===== src/sv/tlbh_pkg.sv =====
// Shared types and codes for the two-level TLB hierarchy.
`timescale 1ns / 1ps

package tlbh_pkg;

  // Command codes carried by a request.
  localparam logic [1:0] CMD_LOOKUP = 2'd0;
  localparam logic [1:0] CMD_FILL   = 2'd1;
  localparam logic [1:0] CMD_FLUSH  = 2'd2;

  // Flush targets.
  localparam logic [1:0] TGT_INST_L1 = 2'd0;
  localparam logic [1:0] TGT_DATA_L1 = 2'd1;
  localparam logic [1:0] TGT_L2      = 2'd2;

  typedef enum logic [2:0] {
    ST_L1_HIT  = 3'd0,
    ST_L2_HIT  = 3'd1,
    ST_MISS    = 3'd2,
    ST_FILLED  = 3'd3,
    ST_FLUSHED = 3'd4
  } status_e;

  // Update controls for one L1 array.
  typedef struct packed {
    logic wr;     // write the entry at the index (valid, tag, page)
    logic inv;    // clear the valid bit at the index
    logic flush;  // clear every valid bit
  } l1_ctrl_t;

endpackage


===== src/sv/tlbh_l1.sv =====
// Direct-mapped L1 TLB array held in flip-flops with one shared index port.
`timescale 1ns / 1ps

module tlbh_l1 #(
  parameter int LINES    = 16,
  parameter int TAG_BITS = 32,
  parameter int PPN_BITS = 20
) (
  input  logic                     clk_i,
  input  logic                     rst_ni,
  input  tlbh_pkg::l1_ctrl_t       ctrl_i,
  input  logic [$clog2(LINES)-1:0] idx_i,
  input  logic [TAG_BITS-1:0]      wr_tag_i,
  input  logic [PPN_BITS-1:0]      wr_page_i,
  output logic                     rd_valid_o,
  output logic [TAG_BITS-1:0]      rd_tag_o,
  output logic [PPN_BITS-1:0]      rd_page_o
);

  logic [LINES-1:0]    valid_q;
  logic [LINES-1:0]    valid_d;
  logic [TAG_BITS-1:0] tag_q  [LINES];
  logic [PPN_BITS-1:0] page_q [LINES];

  always_comb begin
    valid_d = valid_q;
    if (ctrl_i.flush) begin
      valid_d = '0;
    end else if (ctrl_i.wr) begin
      valid_d[idx_i] = 1'b1;
    end else if (ctrl_i.inv) begin
      valid_d[idx_i] = 1'b0;
    end
  end

  always_ff @(posedge clk_i or negedge rst_ni) begin
    if (!rst_ni) begin
      valid_q <= '0;
    end else begin
      valid_q <= valid_d;
    end
  end

  always_ff @(posedge clk_i) begin
    if (ctrl_i.wr) begin
      tag_q[idx_i]  <= wr_tag_i;
      page_q[idx_i] <= wr_page_i;
    end
  end

  assign rd_valid_o = valid_q[idx_i];
  assign rd_tag_o   = tag_q[idx_i];
  assign rd_page_o  = page_q[idx_i];

endmodule


===== config.mk =====
export PLATFORM = sky130hd
export DESIGN_NAME = tlbh_l1
export DESIGN_NICKNAME = d
export VERILOG_FILES = /design/src/sv/tlbh_pkg.sv /design/src/sv/tlbh_l1.sv
export SDC_FILE = /design/constraint.sdc
export NUM_CORES = 1
export LEC_CHECK = 0
export BUFFER_PORTS_ARGS = -buffer_cell sky130_fd_sc_hd__buf_2
export CAP_MARGIN = 10
export CORE_ASPECT_RATIO = 0.75
export CORE_UTILIZATION = 55
export CTS_CLUSTER_SIZE = 25
export DETAILED_ROUTE_END_ITERATION = 8
export PLACE_DENSITY = 0.72
export SLEW_MARGIN = 10
export SYNTH_ARGS = -nofsm -noshare
export SYNTH_HDL_FRONTEND = slang
export SYNTH_SLANG_ARGS = --single-unit

===== constraint.sdc =====
create_clock -name clk_i -period 1.5 [get_ports clk_i]
set_input_delay 0 -clock clk_i [delete_from_list [all_inputs] [get_ports clk_i]]
set_output_delay 0 -clock clk_i [all_outputs]
set_load 0.05 [all_outputs]

# After elaboration in Yosys (flattened, before gate mapping)
# Memory sizes are Yosys's and may differ from the RTL's.
# Index checks and enable logic that the tools add are counted.
[totals]
ramBits = 832
register_bits = 16
elab_cells = 19
inputBits = 61
output_inout_bits = 53
mem_count = 2
[memory_table]
columns = ["name", "depth", "word_bits", "rd", "rd_ports_with_merged_regs", "write_ports", "line_no", "rtl"]
rows = [
  ["tag_q", 16, 32, 1, 0, 1, "tlbh_l1.sv:22", "logic [TAG_BITS-1:0] tag_q [LINES];"],
  ["page_q", 16, 20, 1, 0, 1, "tlbh_l1.sv:23", "logic [PPN_BITS-1:0] page_q [LINES];"],
]
[op_classes]
bitwise = 3
magnitude_cmp = 2
mux = 9
reduce_logical = 2
[ops]
columns = ["operator", "n"]
rows = [
  ["16-bit two-way mux", 3],
  ["16-bit bitwise AND", 1],
  ["16-bit NOT", 1],
  ["16-bit bitwise OR", 1],
  ["4-bit by 5-bit less-than comparator with 1-bit output (second input constant)", 1],
  ["1-bit binary-select mux with 4-bit select", 1],
  ["1-bit demux with 4-bit select", 1],
  ["4-bit by 1-bit >= comparator with 1-bit output (second input constant)", 1],
  ["1-bit two-way mux", 4],
  ["3-bit nonzero test", 1],
  ["1-bit logical AND", 1],
]

# Longest topological paths before layout
[depth]
word_depth = 9
depth_mapped = 6
ltp_nobuf = 3

# Worst setup path after synthesis
# OpenSTA, ideal clock, no wires.
[synth_timing]
kind = "input -> register"
from = "input idx_i[0]"
to = "memory page_q[0][0] (enable)"
t_arrival_ns = 1.918
path_stages = 6
path_slack_ns = -0.824
n_path_buf = 3
t_required_ns = 1.094
setup_time_ns = 0.406
cell_sequence = "buf_2 -> buf_6 -> buf_2 -> nor3b_1 -> nand2_1 -> inv_1"
[synth_lines]
columns = ["element", "line_no", "rtl"]
rows = [
  ["from (decl)", "tlbh_l1.sv:12", "input logic [$clog2(LINES)-1:0] idx_i,"],
  ["to (decl)", "tlbh_l1.sv:23", ""],
]
# No word-level cell before the write port.

# Worst setup path in the final report
[layout_timing]
from = "memory page_q[8][1]"
to = "output rd_page_o[1]"
[layout_between]
elab_chain_cells = 1
[layout_rtl]
columns = ["element", "line_no", "rtl"]
rows = [
  ["memory read 16 x 20 bit", "--", ""],
  ["to (decl)", "tlbh_l1.sv:17", "output logic [PPN_BITS-1:0] rd_page_o"],
]
# Every way passes these cells.

==> impl_metrics.csv <==
group,metric,value,unit
detailed_routing,drcViolationCount,0,
timing,max_freq,489,MHz
power,pwr-share-clk,39.3,%
power,pwr_density_cell,1280,nW/um2
timing,fin_hold_ws,0.0335,ns
cells_and_area,finalNonFillerCells,2564,
floorplanning,dieArea,59000,um2
synth,syn-cell-area,31900,um2
power,pwr-share-comb,8.0,%
worst_setup_path,rrSetupSlack,0.30,ns
floorplanning,pin_count,114,
cells_and_area,num-nets-final,1781,
timing,worst_pin_slew,0.712,ns
cells_and_area,final_common_cell,"edfxtp_1",
hold_path,whs_path_depth,5,
worst_setup_path,path_max_fanout,1,
cts,path_clk_slew,0.06,ns
global_route,grt_pass1_vias,16400,
power,sw_frac_of_total,21.5,%
power,leakagePower,12.8,nW
worst_setup_path,cp-start-kind,"flop",
timing,hold_viol,0,
cts,cts_tree,"yes",
floorplanning,die_w,280,um
worst_setup_path,crit_arrival,2.05,ns
floorplanning,num_rows,76,
place,dpl.hpwl,41.5,mm
synth,ys_warn_count,0,
synth,ys.flop_type,"edfxtp_1",
synth,synthCells,1374,
synth,ys_seq_area_share,79.5,%
detailed_routing,first_iter_violations,1808,
global_route,gr-usage-met1,36.3,%
timing,finalMaxSlewViolations,0,
cts,numCtsBuffers,78,
timing,period_needed,2.05,ns
worst_setup_path,cp_slowest_stage_delay,0.47,ns
hold_path,hp-class,"in2reg",
power,p_switching,10.9,mW
worst_setup_path,worst-path-buf-inv,1,
detailed_routing,via_per_inst,6.23,
worst_setup_path,crit_type,"reg2out",
worst_setup_path,r2r-start,"valid_q[8]",
worst_setup_path,cp_slowest_cell,"mux4_2",
run_status,violations,"negative setup slack",
global_route,grt_antenna_before_repair,2,
cts,clk_path_buf_depth,3,
place,dp_cells,2348,
hold_path,whs_endpoint,"valid_q[15]",
timing,slew_headroom,52.4,%
global_route,grt_start_max_net_pins,33,
cts,cts_htree_levels,3,
cts,clock_latency,0.61,ns
power,p_int,39.7,mW
job,cap_viol_max_count,0,
place,place.gp.congestion,0.805,
synth,ys_ff_latch,848,
timing,fin_setup_tns,-23.48,ns
floorplanning,die_h,211,um
detailed_routing,first_pass_iters,7,
synth,async_flop_share,1.89,%
global_route,track_usage,25.3,%
timing,final.setup_skew,0,ns
hold_path,hold_path_startpoint,"idx_i[3]",
detailed_routing,dr_total_vias,16000,
worst_setup_path,end_kind,"output port",
cells_and_area,final_cell_mix,"832 x edfxtp_1, 212 x mux4_2, 90 x buf_4",
worst_setup_path,critical_path_required,1.50,ns
detailed_routing,ant_nets,0,
global_route,gr-usage-met2,40.3,%
synth,synth_nets,1435,
cells_and_area,design_area,39400,um2
timing,worst_slack,-0.547,ns
cts,root_buffer,"clkbuf_16",
detailed_routing,routed_wirelength,73.2,mm
power,ir_drop,0.998,mV
place,place_area,35300,um2
floorplanning,initial_core_util,55.7,%
global_route,use_met3,5.77,%
power,seqPwrFrac,52.7,%
cts,clkSinkCount,848,
detailed_routing,wl_per_cell,28.6,um
worst_setup_path,path_delay_family,"multiplexers",
power,power,50.5,mW
timing,rsz0062_at_grt,"yes",
global_route,grt_pass1_wl,107,mm
cells_and_area,syn_to_final_growth,23.5,%
worst_setup_path,ff2ff_path_depth,3,
synth,synth-edff-count,832,
synth,ys_types,24,
global_route,grt-ovfl-total,0,
global_route,grt_busiest_layer,"met2",
run_status,outcome,"complete, but fails checks",
worst_setup_path,r2r-end,"valid_q[8]",
place,io_buffer_count,113,
floorplanning,core_area,57300,um2
timing,setup_viol,53,
timing,finalCritPeriodShare,136,%
cells_and_area,drive_gt1_share,41.9,%
synth,synth.avg_cell_area,23.2,um2
worst_setup_path,path_cells,"mux4_2, a22oi_2, nand2_2, buf_8",
## sequential cells by signal, indices dropped and copies added, names as in the netlist
signal and cells:
page_q 320, tag_q 512, valid_q 16
## per-stage QoR
stage          setup slack (ns)  utilization [%]
2_1_floorplan            -0.321                -
3_3_place_gp             -0.202             61.5
3_5_place_dp             -0.212             61.5
4_1_cts                  -0.595             68.4
5_1_grt                  -0.611             68.8
6_report                 -0.547             68.8
## layer usage
layer / routed length, um / vias up
li1: - / 6565
met1: 29400 / 8481
met2: 36000 / 832
met3: 6560 / 98
met4: 1190 / 2
met5: 13 / -
## how the worst max path moves through the flow
| stage | from | to | slack [ns] | depth (start not counted) |
|---|---|---|---|---|
| after floorplan | idx_i[0] | page_q[13][0] | -0.32 | 6 |
| after global placement | idx_i[0] | rd_tag_o[21] | -0.20 | 7 |
| after detailed placement | idx_i[0] | rd_tag_o[1] | -0.21 | 7 |
| after CTS | page_q[7][4] | rd_page_o[4] | -0.60 | 4 |
| after global routing | page_q[3][0] | rd_page_o[0] | -0.61 | 4 |
| final | page_q[8][1] | rd_page_o[1] | -0.55 | 4 |
## power groups by stage
stage	clock [mW]	combinational, mW	sequential [mW]
final	19.9	4.04	26.6
after global routing	20.9	4.24	26.6
after CTS	20.1	3.99	26.6
after detailed placement	0	3.40	27.1
after global placement	0	3.35	27.1
after floorplan	0	1.99	27.1
## cell type report
class	count	area [um2]
tap	780	976
clock inverter	48	508
multi-input combinational	435	6670
fill	3381	17900
sequential	848	25400
inverter	16	120
timing repair buffer	341	3740
clock buffer	94	2030
antenna	2	5.00
## synthesized netlist by cell type, types with 2 or more instances
| master | number | area (um2) |
|---|---|---|
| nor2b_1 | 2 | 12.5 |
| inv_1 | 16 | 60.1 |
| dfrtp_1 | 16 | 400 |
| o21ai_1 | 6 | 30.0 |
| o21ai_0 | 10 | 50.1 |
| buf_1 | 13 | 48.8 |
| mux4_2 | 212 | 4770 |
| buf_6 | 11 | 124 |
| a22oi_1 | 106 | 796 |
| nand2_1 | 70 | 263 |
| nand2b_1 | 2 | 12.5 |
| edfxtp_1 | 832 | 25000 |
| clkbuf_1 | 32 | 120 |
| and3b_1 | 2 | 17.5 |
| nand3b_1 | 2 | 15.0 |
| a21oi_1 | 16 | 80.1 |
| buf_2 | 19 | 95.1 |
## what timing repair did
action / in CTS / in global routing
hold buffers: 64 / 0
hold endpoints to repair: 864 / 0
setup endpoints to repair: 53 / 137
pin swaps: 86 / 21
gates resized for setup: 209 / 24
cloned: 0 / 1
buffers inserted: 0 / 7
## worst min-delay path: cells and delay by family
kind | cells | cell delay (ns)
simple gates | 2 | 0.30
compound gates | 1 | 0.05
buf+inv | 2 | 0.25
## logic make-up after synthesis
group,Yosys count,share of synthesized area (%)
multiplexers,212,15.0
flip-flops,848,79.5
AND/OR/NAND/NOR,85,1.14
AO/OA/AOI/OAI,138,2.99
buffers and inverters,91,1.40
No activity file was read; power rests on OpenSTA's default activity.
