--- config.mk ---
export PLATFORM = sky130hd
export DESIGN_NAME = tlbh_ram
export DESIGN_NICKNAME = d
export VERILOG_FILES = /design/src/sv/tlbh_ram.sv
export SDC_FILE = /design/constraint.sdc
export NUM_CORES = 1
export LEC_CHECK = 0
export ABC_AREA = 1
export BUFFER_PORTS_ARGS = -buffer_cell sky130_fd_sc_hd__buf_2
export CAP_MARGIN = 20
export CORE_ASPECT_RATIO = 1.25
export CORE_MARGIN = 4
export CORE_UTILIZATION = 45
export DETAILED_ROUTE_END_ITERATION = 12
export PLACE_DENSITY = 0.64
export SYNTH_ARGS = -nofsm -noshare
export SYNTH_HDL_FRONTEND = slang
export SYNTH_SLANG_ARGS = --single-unit
--- constraint.sdc ---
create_clock -name clk_i -period 1.2 [get_ports clk_i]
set_input_delay 0.24 -clock clk_i [delete_from_list [all_inputs] [get_ports clk_i]]
set_output_delay 0.24 -clock clk_i [all_outputs]
set_load 0.01 [all_outputs]
--- src/sv/tlbh_ram.sv ---
// Generic single-write, single-read RAM with registered read data.
`timescale 1ns / 1ps

module tlbh_ram #(
  parameter int WIDTH = 8,
  parameter int DEPTH = 16
) (
  input  logic                     clk_i,
  input  logic                     we_i,
  input  logic [$clog2(DEPTH)-1:0] waddr_i,
  input  logic [WIDTH-1:0]         wdata_i,
  input  logic                     re_i,
  input  logic [$clog2(DEPTH)-1:0] raddr_i,
  output logic [WIDTH-1:0]         rdata_o
);

  logic [WIDTH-1:0] mem_q [DEPTH];
  logic [WIDTH-1:0] rdata_q;

  always_ff @(posedge clk_i) begin
    if (we_i) begin
      mem_q[waddr_i] <= wdata_i;
    end
    if (re_i) begin
      rdata_q <= mem_q[raddr_i];
    end
  end

  assign rdata_o = rdata_q;

endmodule

* Yosys cells after proc, flatten, opt, wreduce, memory -nomap -nowiden *
Memories as Yosys holds them, arrays and structs flattened. A register that Yosys moved wholly into a read port is not among the register bits.
Index checks and enable logic that the tools add are counted.
W data, S select, Z words.

storage, ports and cells
  register bits after elaboration = 0
  bits in writable memories = 128
  output and inout bits = 8
  word-level logic and storage cells = 3
  memories kept = 1

memory list
  memory  depth  bits a word  rd ports  clocked after Yosys merged registers in  write ports  line  text
  mem_q   16     8            1         1                                        1            17    logic [WIDTH-1:0] mem_q [DEPTH];

operators by class
  multiplexer cells = 2

operators with widths
  operator  number
  $mux W1   2

* Depth between registers and ports, before layout *
Gate-level depths: netlist of the first run.

  word-level depth = 2
  gate-level depth with buffers = 8
  gate-level depth less buffers = 7

* Worst setup path after synthesis of the first run *
OpenSTA, ideal clock, no wires.

  path type = input to register
  from = input port waddr_i[3]
  to = memory mem_q[4][0] (enable)
  data arrival time = 821 ps
  data required time = 830 ps
  setup slack = 9 ps
  cell stages on the path = 2
  cells stage by stage = nand3b_1 > nor2_1

RTL lines
  what                line  text
  start: declaration  10    input logic [$clog2(DEPTH)-1:0] waddr_i,
  end: declaration    17

No word-level cell before the write port.

* Worst setup path in the final report of the first run *
  from = register rdata_q[3], in the netlist rdata_o[3] (read register of mem_q)
  to = output port rdata_o[3]

RTL lines
  what                line  text
  start: declaration  18    logic [WIDTH-1:0] rdata_q;
  end: declaration    14    output logic [WIDTH-1:0] rdata_o

No word-level cell between the ends.

==> results of run 1 <==
[stage by stage]
stage               setup slack, ns  std cells  power (mW)  area, sq um  utilization [%]
floorplan                   0.00916        551        5.86         5850                -
global route                -0.0301        776        11.1         6870             54.0
detailed placement           -0.266        748        6.18         6310             49.6
CTS                         -0.0226        776        10.8         6830             53.7
finish                     -0.00974        776        10.8         6870             54.0
global placement             -0.256        748        6.17         6310             49.6
[cells in the mapped netlist (all sizes together)]
cell    count
nand3b      2
nor2       17
edfxtp    136
nand2     173
nand3      97
buf        24
inv       102
[path summary, 6_finish.rpt]
check | slack [ns] | to | from | depth (start not counted)
setup / recovery | -0.01 | rdata_o[3] | rdata_o[3] | 1
hold / removal | 0.20 | rdata_o[5] | re_i | 1
setup reg to reg | 0.07 | rdata_o[2] | mem_q[1][2] | 6
hold reg to reg | 0.74 | rdata_o[2] | mem_q[12][2] | 6
[per-layer routing]
metal / GRT usage (%) / vias up
met1: 24.2 / 1841
met4: 10.5 / 0
li1: - / 1874
met5: 0 / -
met2: 30.3 / 143
met3: 3.86 / 22
[cell families after synthesis]
family,Yosys count
AND/OR/NAND/NOR,289
flip-flops,136
buffers and inverters,126
[flip-flops by register name, summed over array words and instances (netlist names)]
signal,flops
rdata_o,8
mem_q,128
[final cells by class]
cell class                      count  share of cell area [%]
Sequential cell                   136                    59.5
Multi-Input combinational cell    289                    18.2
Clock buffer                       20                    6.36
Timing Repair Buffer               53                    6.12
Inverter                          102                    5.58
Tap cell                          168                    3.06
Clock inverter                      8                    1.22
[report_power, final]
group / switching [mW] / internal, mW / total [mW]
clock: 1.72 / 2.96 / 4.68
combinational: 0.479 / 0.229 / 0.708
sequential: 0.0281 / 5.36 / 5.39
==> flow_summary_export.csv, run 1 <==
group,metric,value,unit
detailed_routing,ant_nets,0,
cts,cts_root_buffer,"clkbuf_16",
power,vdd_drop_max,0.659,mV
global_routing,grt_remaining_overflow,0,
timing,final-max-slew-violation-count,0,
floorplanning,die_w,110,microns
final_layout,nets,618,
setup_path,crit_type,"reg -> out",
final_layout,diodes,0,
timing,max_freq,827,MHz
placement,hpwl,8.55,mm
setup_path,critPathMaxFanout,1,
placement,place_congestion,0.939,
timing,tns,-0.0112,ns
min_path,min_path_type,"in -> reg",
detailed_routing,route.detailed.drc,0,
detailed_routing,dr_wl_met2,6.61,mm
timing,worst_slack,-0.00974,ns
yosys,synthCells,551,
detailed_routing,dr.pass1.iters,5,
yosys,netlist_area,5850,sq um
yosys,synth_top_area_share,69.8,%
yosys,synth.distinct_cells,11,
yosys,synth.top_cells.by_area,"edfxtp_1, nand2_1, nand3_1",
detailed_routing,drt_iter0_markers,238,
cts,cts-buffers-inserted,17,
floorplanning,design.core.area,12700,sq um
setup_path,worst-path-buf-inv,1,
run_status,status,"complete, but fails checks",
timing,finalHoldViolations,0,
detailed_routing,wl_met3,681,microns
floorplanning,floorplan.rows,46,
timing,fin_skew,0.00747,ns
cts,clk_path_buf_depth,2,
run_status,violations,"negative setup slack",
setup_path,cp-end-kind,"primary output",
detailed_routing,routedWlPerCell,17.0,microns
timing,final.period_utilization,101,%
final_layout,layout_commonest_cell,"nand2_1",
cts,cts.hold.buffers_added,0,
cts,cts_resized,0,
global_routing,grt_max_degree,65,
setup_path,cp.arrival,0.97,ns
timing,relSlewSlack,74.4,%
floorplanning,dieHeight,135,microns
detailed_routing,viasPerCell,5.00,
detailed_routing,wl,13.2,mm
yosys,synth_top_family_by_area,"simple AND/OR/NAND/NOR gates",
setup_path,critPathTopFamily,"flip-flops",
cts,htree_levels,4,
setup_path,setup.worst_path.start_class,"register",
global_routing,grt_pass1_vias,3820,
setup_path,cp_slowest_stage_delay,0.40,ns
setup_path,crit_required,0.96,ns
timing,setup_viol,2,
floorplanning,io_pins,27,
detailed_routing,highest_layer,"met4",
power,leakage,2.97,nW
yosys,yosys_warnings,0,
cts,clk_pin_slew,0.05,ns
yosys,muxShareOfSynthArea,0,%
global_routing,track_usage,19.1,%
final_layout,fillers,1101,
setup_path,crit_chain,"buf_2",
final_layout,seq_area,4080,sq um
yosys,postSynthAreaPerCell,10.6,sq um
cts,post_cts_buffers,0,
flow_run,drv_cap,0,
timing,holdWs,0.201,ns
global_routing,grt_pass1_wl,20.6,mm
final_layout,multiInputGateArea,1250,sq um
floorplanning,start_util,46.0,%
yosys,ys_seq_area_share,69.8,%
power,powerDensity,1570,nW/um^2
detailed_routing,dr_total_vias,3880,
cts,clk_latency,0.41,ns
final_layout,area_growth,17.4,%
setup_path,worst_path_max_delay_cell,"edfxtp_1",
placement,port_buffers,26,
timing,grt_setup_unrepaired,"yes",
cts,cts_tree,"built",
cts,cts.sinks,136,
detailed_routing,wl_met1,5.49,mm
yosys,yosys.area.top_type,"edfxtp_1",
timing,worstMarginPinSlew,0.385,ns
final_layout,final_cell_mix,"nand2_1, edfxtp_1, inv_1",
global_routing,antenna_found_initial,0,
yosys,synth_xor_area_share,0,%
yosys,synth_compound_area_share,0,%
yosys,synth.net_count,570,
timing,timing.final.crit_period,1.21,ns
yosys,yosys.area_share.simple,20.8,%
final_layout,drive_gt1_share,13.5,%
yosys,synth_seq_cells,136,
yosys,yosys.area_share.adder,0,%
floorplanning,die_area,14900,sq um
(Power assumes the default switching activity.)
==> inputs of run 2 (changes only) <==
CORE_MARGIN = default   (was 4)
==> flow_summary_export.csv, run 2 (same netlist as run 1, synthesis figures left out) <==
group,metric,value,unit
setup_path,crit_chain,"buf_2",
detailed_routing,ant_nets,0,
global_routing,grt_pass1_wl,19.9,mm
setup_path,crit_type,"reg -> out",
timing,finalHoldViolations,0,
cts,cts.sinks,136,
timing,final-max-slew-violation-count,0,
power,power.switching,2.27,mW
floorplanning,die_w,104,microns
final_layout,final_cell_mix,"nand2_1, edfxtp_1, inv_1",
final_layout,diodes,0,
setup_path,critPathTopFamily,"flip-flops",
setup_path,worst-path-buf-inv,1,
min_path,min_from,"re_i",
final_layout,layout_commonest_cell,"nand2_1",
detailed_routing,dr.pass1.iters,5,
cts,clk_path_buf_depth,2,
final_layout,utilization,54.5,%
setup_path,cp.arrival,0.94,ns
floorplanning,io_pins,27,
setup_path,crit_required,0.96,ns
detailed_routing,drt_iter0_markers,256,
power,power_frac_clock,42.7,%
floorplanning,die_area,13500,sq um
detailed_routing,wl,12.7,mm
floorplanning,start_util,46.2,%
cts,cts_root_buffer,"clkbuf_16",
detailed_routing,viasPerCell,4.84,
timing,relSlewSlack,74.3,%
timing,worstMarginPinSlew,0.385,ns
power,powerDensity,1540,nW/um^2
setup_path,r2r_cells,6,
final_layout,fillers,1079,
placement,port_buffers,26,
setup_path,setup.worst_path.start_class,"register",
floorplanning,design.core.area,12700,sq um
floorplanning,dieHeight,129,microns
cts,cts.hold.buffers_added,0,
min_path,min_delay_path_depth,1,
power,p_comb_share,6.7,%
placement,placed_area,6340,sq um
timing,setup_viol,0,
global_routing,grt_max_degree,46,
timing,fin_skew,0.00990,ns
detailed_routing,route.detailed.drc,0,
final_layout,fin_cells,783,
cts,clk_latency,0.40,ns
cts,clk_pin_slew,0.06,ns
timing,final.period_utilization,98.3,%
detailed_routing,routedWlPerCell,16.2,microns
power,p_int,8.38,mW
final_layout,largest_reg_flops,128,
global_routing,antenna_found_initial,0,
placement,hpwl,8.24,mm
cts,cts_tree,"built",
global_routing,track_usage,20.3,%
min_path,min_to,"rdata_o[4]",
flow_run,drv_cap,0,
detailed_routing,dr_total_vias,3787,
cts,cts-buffers-inserted,17,
setup_path,reg2reg_slack,0.03,ns
global_routing,grt_pass1_vias,3752,
final_layout,nets,622,
power,p_total,10.6,mW
cts,htree_levels,4,
power,p_sw_share,21.3,%
min_path,min_path_type,"in -> reg",
final_layout,seq_area,4080,sq um
final_layout,top_register,"mem_q",
setup_path,r2r-end,"rdata_o[3]",
run_status,status,"completed",
setup_path,r2r_start,"mem_q[7][3]",
floorplanning,floorplan.rows,46,
setup_path,critPathMaxFanout,1,
power,vdd_drop_max,0.728,mV
timing,tns,0,ns
cts,post_cts_buffers,0,
setup_path,cp_slowest_stage_delay,0.39,ns
final_layout,area_growth,17.9,%
placement,placed_cells,752,
timing,grt_setup_unrepaired,"yes",
power,seqPwrFrac,50.6,%
timing,timing.final.crit_period,1.18,ns
cts,cts_resized,0,
setup_path,worst_path_max_delay_cell,"edfxtp_1",
global_routing,grt_remaining_overflow,0,
final_layout,drive_gt1_share,15.0,%
power,leakage,2.99,nW
timing,max_freq,848,MHz
placement,place_congestion,0.817,
final_layout,multiInputGateArea,1250,sq um
setup_path,cp-end-kind,"primary output",
final_layout,fin_area,6900,sq um
## run 2: cell types whose count changed in the layout (fill, tap and decap cells not counted)
cell and change:
clkinvlp_4 +2, buf_4 +4, bufinv_16 -1, clkinv_2 +5, clkinv_1 -2, clkbuf_1 -1
## run 2: worst max-delay path by stage
stage	startpoint	to	slack (ns)	depth (start not counted)
after floorplan	waddr_i[3]	mem_q[4][0]	0.009	2
after global placement	raddr_i[0]	rdata_o[0]	-0.26	8
after detailed placement	raddr_i[0]	rdata_o[2]	-0.28	8
after CTS	rdata_o[6]	rdata_o[6]	-0.003	1
after global routing	rdata_o[5]	rdata_o[5]	-0.02	1
final	rdata_o[5]	rdata_o[5]	0.02	1
## run 2: routing by layer
| metal | global-route usage [%] | up-vias | wire, microns |
|---|---|---|---|
| met5 | 0 | - | 0 |
| met4 | 9.50 | 0 | 258 |
| met3 | 3.42 | 14 | 684 |
| met2 | 37.1 | 109 | 6800 |
| met1 | 23.6 | 1780 | 4940 |
| li1 | - | 1884 | - |
## run 2: worst reg2reg max path, cell delays in order, from the launching register on
cell,delay [ns]
edfxtp_1,0.37
inv_1,0.07
nand2_1,0.05
nand3_1,0.09
nand3_1,0.13
nand3_1,0.16
nand2_1,0.06
## run 2: per-stage QoR
step / worst slack [ns] / hold slack (ns)
2_1_floorplan: 0.00916 / 0.339
6_report: 0.0202 / 0.197
5_1_grt: -0.0249 / 0.189
4_1_cts: -0.00324 / 0.183
3_3_place_gp: -0.262 / 0.605
3_5_place_dp: -0.282 / 0.607
## run 2: final cells by class
type / instances / share of cell area [%]
Clock buffer: 19 / 6.28
Clock inverter: 12 / 1.25
Inverter: 102 / 5.55
Multi-Input combinational cell: 289 / 18.1
Sequential cell: 136 / 59.2
Tap cell: 168 / 3.05
Timing Repair Buffer: 57 / 6.53
## run 2: power by group through the flow
stage,sequential [mW],clock [mW],combinational [mW]
6_report,5.38,4.55,0.716
3_3_place_gp,5.47,0,0.696
4_1_cts,5.38,4.62,0.712
3_5_place_dp,5.48,0,0.706
2_1_floorplan,5.49,0,0.375
5_1_grt,5.39,4.80,0.790
==> inputs of run 3 (changes only) <==
CORE_UTILIZATION = 40   (was 45)
CTS_CLUSTER_DIAMETER = 40   (was default)
PLACE_DENSITY = 0.58   (was 0.64)
==> flow_summary_export.csv, run 3 (same netlist as run 1, synthesis figures left out) <==
group,metric,value,unit
timing,final-max-slew-violation-count,0,
timing,finalHoldViolations,0,
final_layout,largest_reg_flops,128,
detailed_routing,dr_total_vias,3841,
global_routing,grt_max_degree,33,
global_routing,grt_remaining_overflow,0,
cts,clk_latency,0.40,ns
power,vdd_drop_max,0.921,mV
final_layout,top_register,"mem_q",
detailed_routing,route.detailed.drc,0,
placement,post-place-ws,-0.210,ns
cts,cts.sinks,136,
global_routing,grt_pass1_wl,20.9,mm
setup_path,critPathMaxFanout,1,
final_layout,area_growth,19.0,%
setup_path,cp.arrival,0.95,ns
timing,relSlewSlack,73.8,%
placement,port_buffers,26,
cts,cts-buffers-inserted,17,
timing,grt_setup_unrepaired,"yes",
power,leakage,3.01,nW
floorplanning,io_pins,27,
timing,worst_slack,0.00545,ns
timing,max_freq,837,MHz
detailed_routing,ant_nets,0,
final_layout,multiInputGateArea,1220,sq um
final_layout,layout_commonest_cell,"nand2_1",
final_layout,diodes,0,
setup_path,critPathTopFamily,"flip-flops",
floorplanning,design.core.area,14300,sq um
detailed_routing,wl,13.0,mm
floorplanning,die_w,110,microns
final_layout,fin_cells,795,
power,p_total,10.9,mW
placement,hpwl,8.60,mm
detailed_routing,routedWlPerCell,16.4,microns
placement,placed_cells,764,
global_routing,track_usage,19.4,%
cts,clk_path_buf_depth,2,
timing,timing.final.crit_period,1.19,ns
final_layout,final_cell_mix,"nand2_1, edfxtp_1, inv_1",
setup_path,setup.worst_path.start_class,"register",
timing,fin_skew,0.00692,ns
flow_run,drv_cap,0,
cts,cts.hold.buffers_added,0,
cts,cts_tree,"built",
floorplanning,dieHeight,137,microns
timing,final.period_utilization,99.5,%
floorplanning,die_area,15100,sq um
setup_path,cp_slowest_stage_delay,0.41,ns
final_layout,fillers,1328,
timing,tns,0,ns
min_path,min_path_type,"in -> reg",
power,powerDensity,1570,nW/um^2
cts,cts_root_buffer,"clkbuf_16",
global_routing,grt_pass1_vias,3857,
detailed_routing,dr.pass1.iters,5,
detailed_routing,viasPerCell,4.83,
cts,post_cts_buffers,0,
placement,place_congestion,0.820,
setup_path,cp-end-kind,"primary output",
setup_path,crit_type,"reg -> out",
setup_path,worst-path-buf-inv,1,
final_layout,drive_gt1_share,14.3,%
timing,holdWs,0.192,ns
cts,htree_levels,4,
floorplanning,start_util,40.8,%
detailed_routing,drt_iter0_markers,315,
final_layout,nets,624,
setup_path,reg2reg_slack,0.07,ns
final_layout,seq_area,4080,sq um
floorplanning,floorplan.rows,49,
timing,worstMarginPinSlew,0.394,ns
run_status,status,"completed",
timing,setup_viol,0,
setup_path,crit_required,0.96,ns
setup_path,worst_path_max_delay_cell,"edfxtp_1",
global_routing,antenna_found_initial,0,
setup_path,crit_chain,"buf_6",
cts,clk_pin_slew,0.06,ns
run 3: changes by cell type in the layout (fill, tap and decap cells not counted), sizes merged:
cell,change
clkinv,-2
clkinvlp,-1
buf,+2
bufinv,+1
clkbuf,+2
run 3: final timing paths:
path	cells after the start	to	start
hold reg to reg	6	rdata_o[4]	mem_q[15][4]
hold / removal	1	rdata_o[5]	re_i
setup / recovery	1	rdata_o[2]	rdata_o[2]
setup reg to reg	6	rdata_o[5]	mem_q[7][5]
run 3: report_power, final:
group | internal, mW | total [mW] | switching, mW
registers | 5.36 | 5.39 | 0.0298
clock network | 3.02 | 4.80 | 1.78
logic | 0.253 | 0.723 | 0.470
run 3: per-layer routing:
metal	part of all wire (%)	up-vias	routed length [microns]	global-route usage (%)
li1	-	1885	-	-
met1	41	1830	5340	24.3
met2	52	113	6800	33.4
met3	5.0	13	655	3.83
met4	1.6	0	207	6.36
met5	0	-	0	0
run 3: layout make-up:
cell class	count	area share (%)
well taps	178	3.20
inverters	102	5.50
clock inverters	10	1.51
multi-input cells	289	17.5
repair buffers	59	7.23
clock buffers	21	6.33
flip-flops and latches	136	58.7
run 3: worst register-to-register path: stages, from the launching register on:
cell and delay, ns:
edfxtp_1 0.37, inv_1 0.06, nand2_1 0.05, nand3_1 0.07, nand3_1 0.10, nand3_1 0.14
nand2_1 0.08
run 3: stage by stage:
step,util (%),cell area [sq um]
after detailed placement,44.6,6390
final,48.5,6960
after floorplan,-,5850
after global routing,48.5,6960
after global placement,44.6,6390
after CTS,48.4,6940
run 3: what timing repair did:
| action | CTS | global route |
|---|---|---|
| hold endpoints to repair | 0 | 0 |
| pin swaps | 0 | 0 |
| gates resized for setup | 0 | 3 |
| setup endpoints to repair | 3 | 8 |
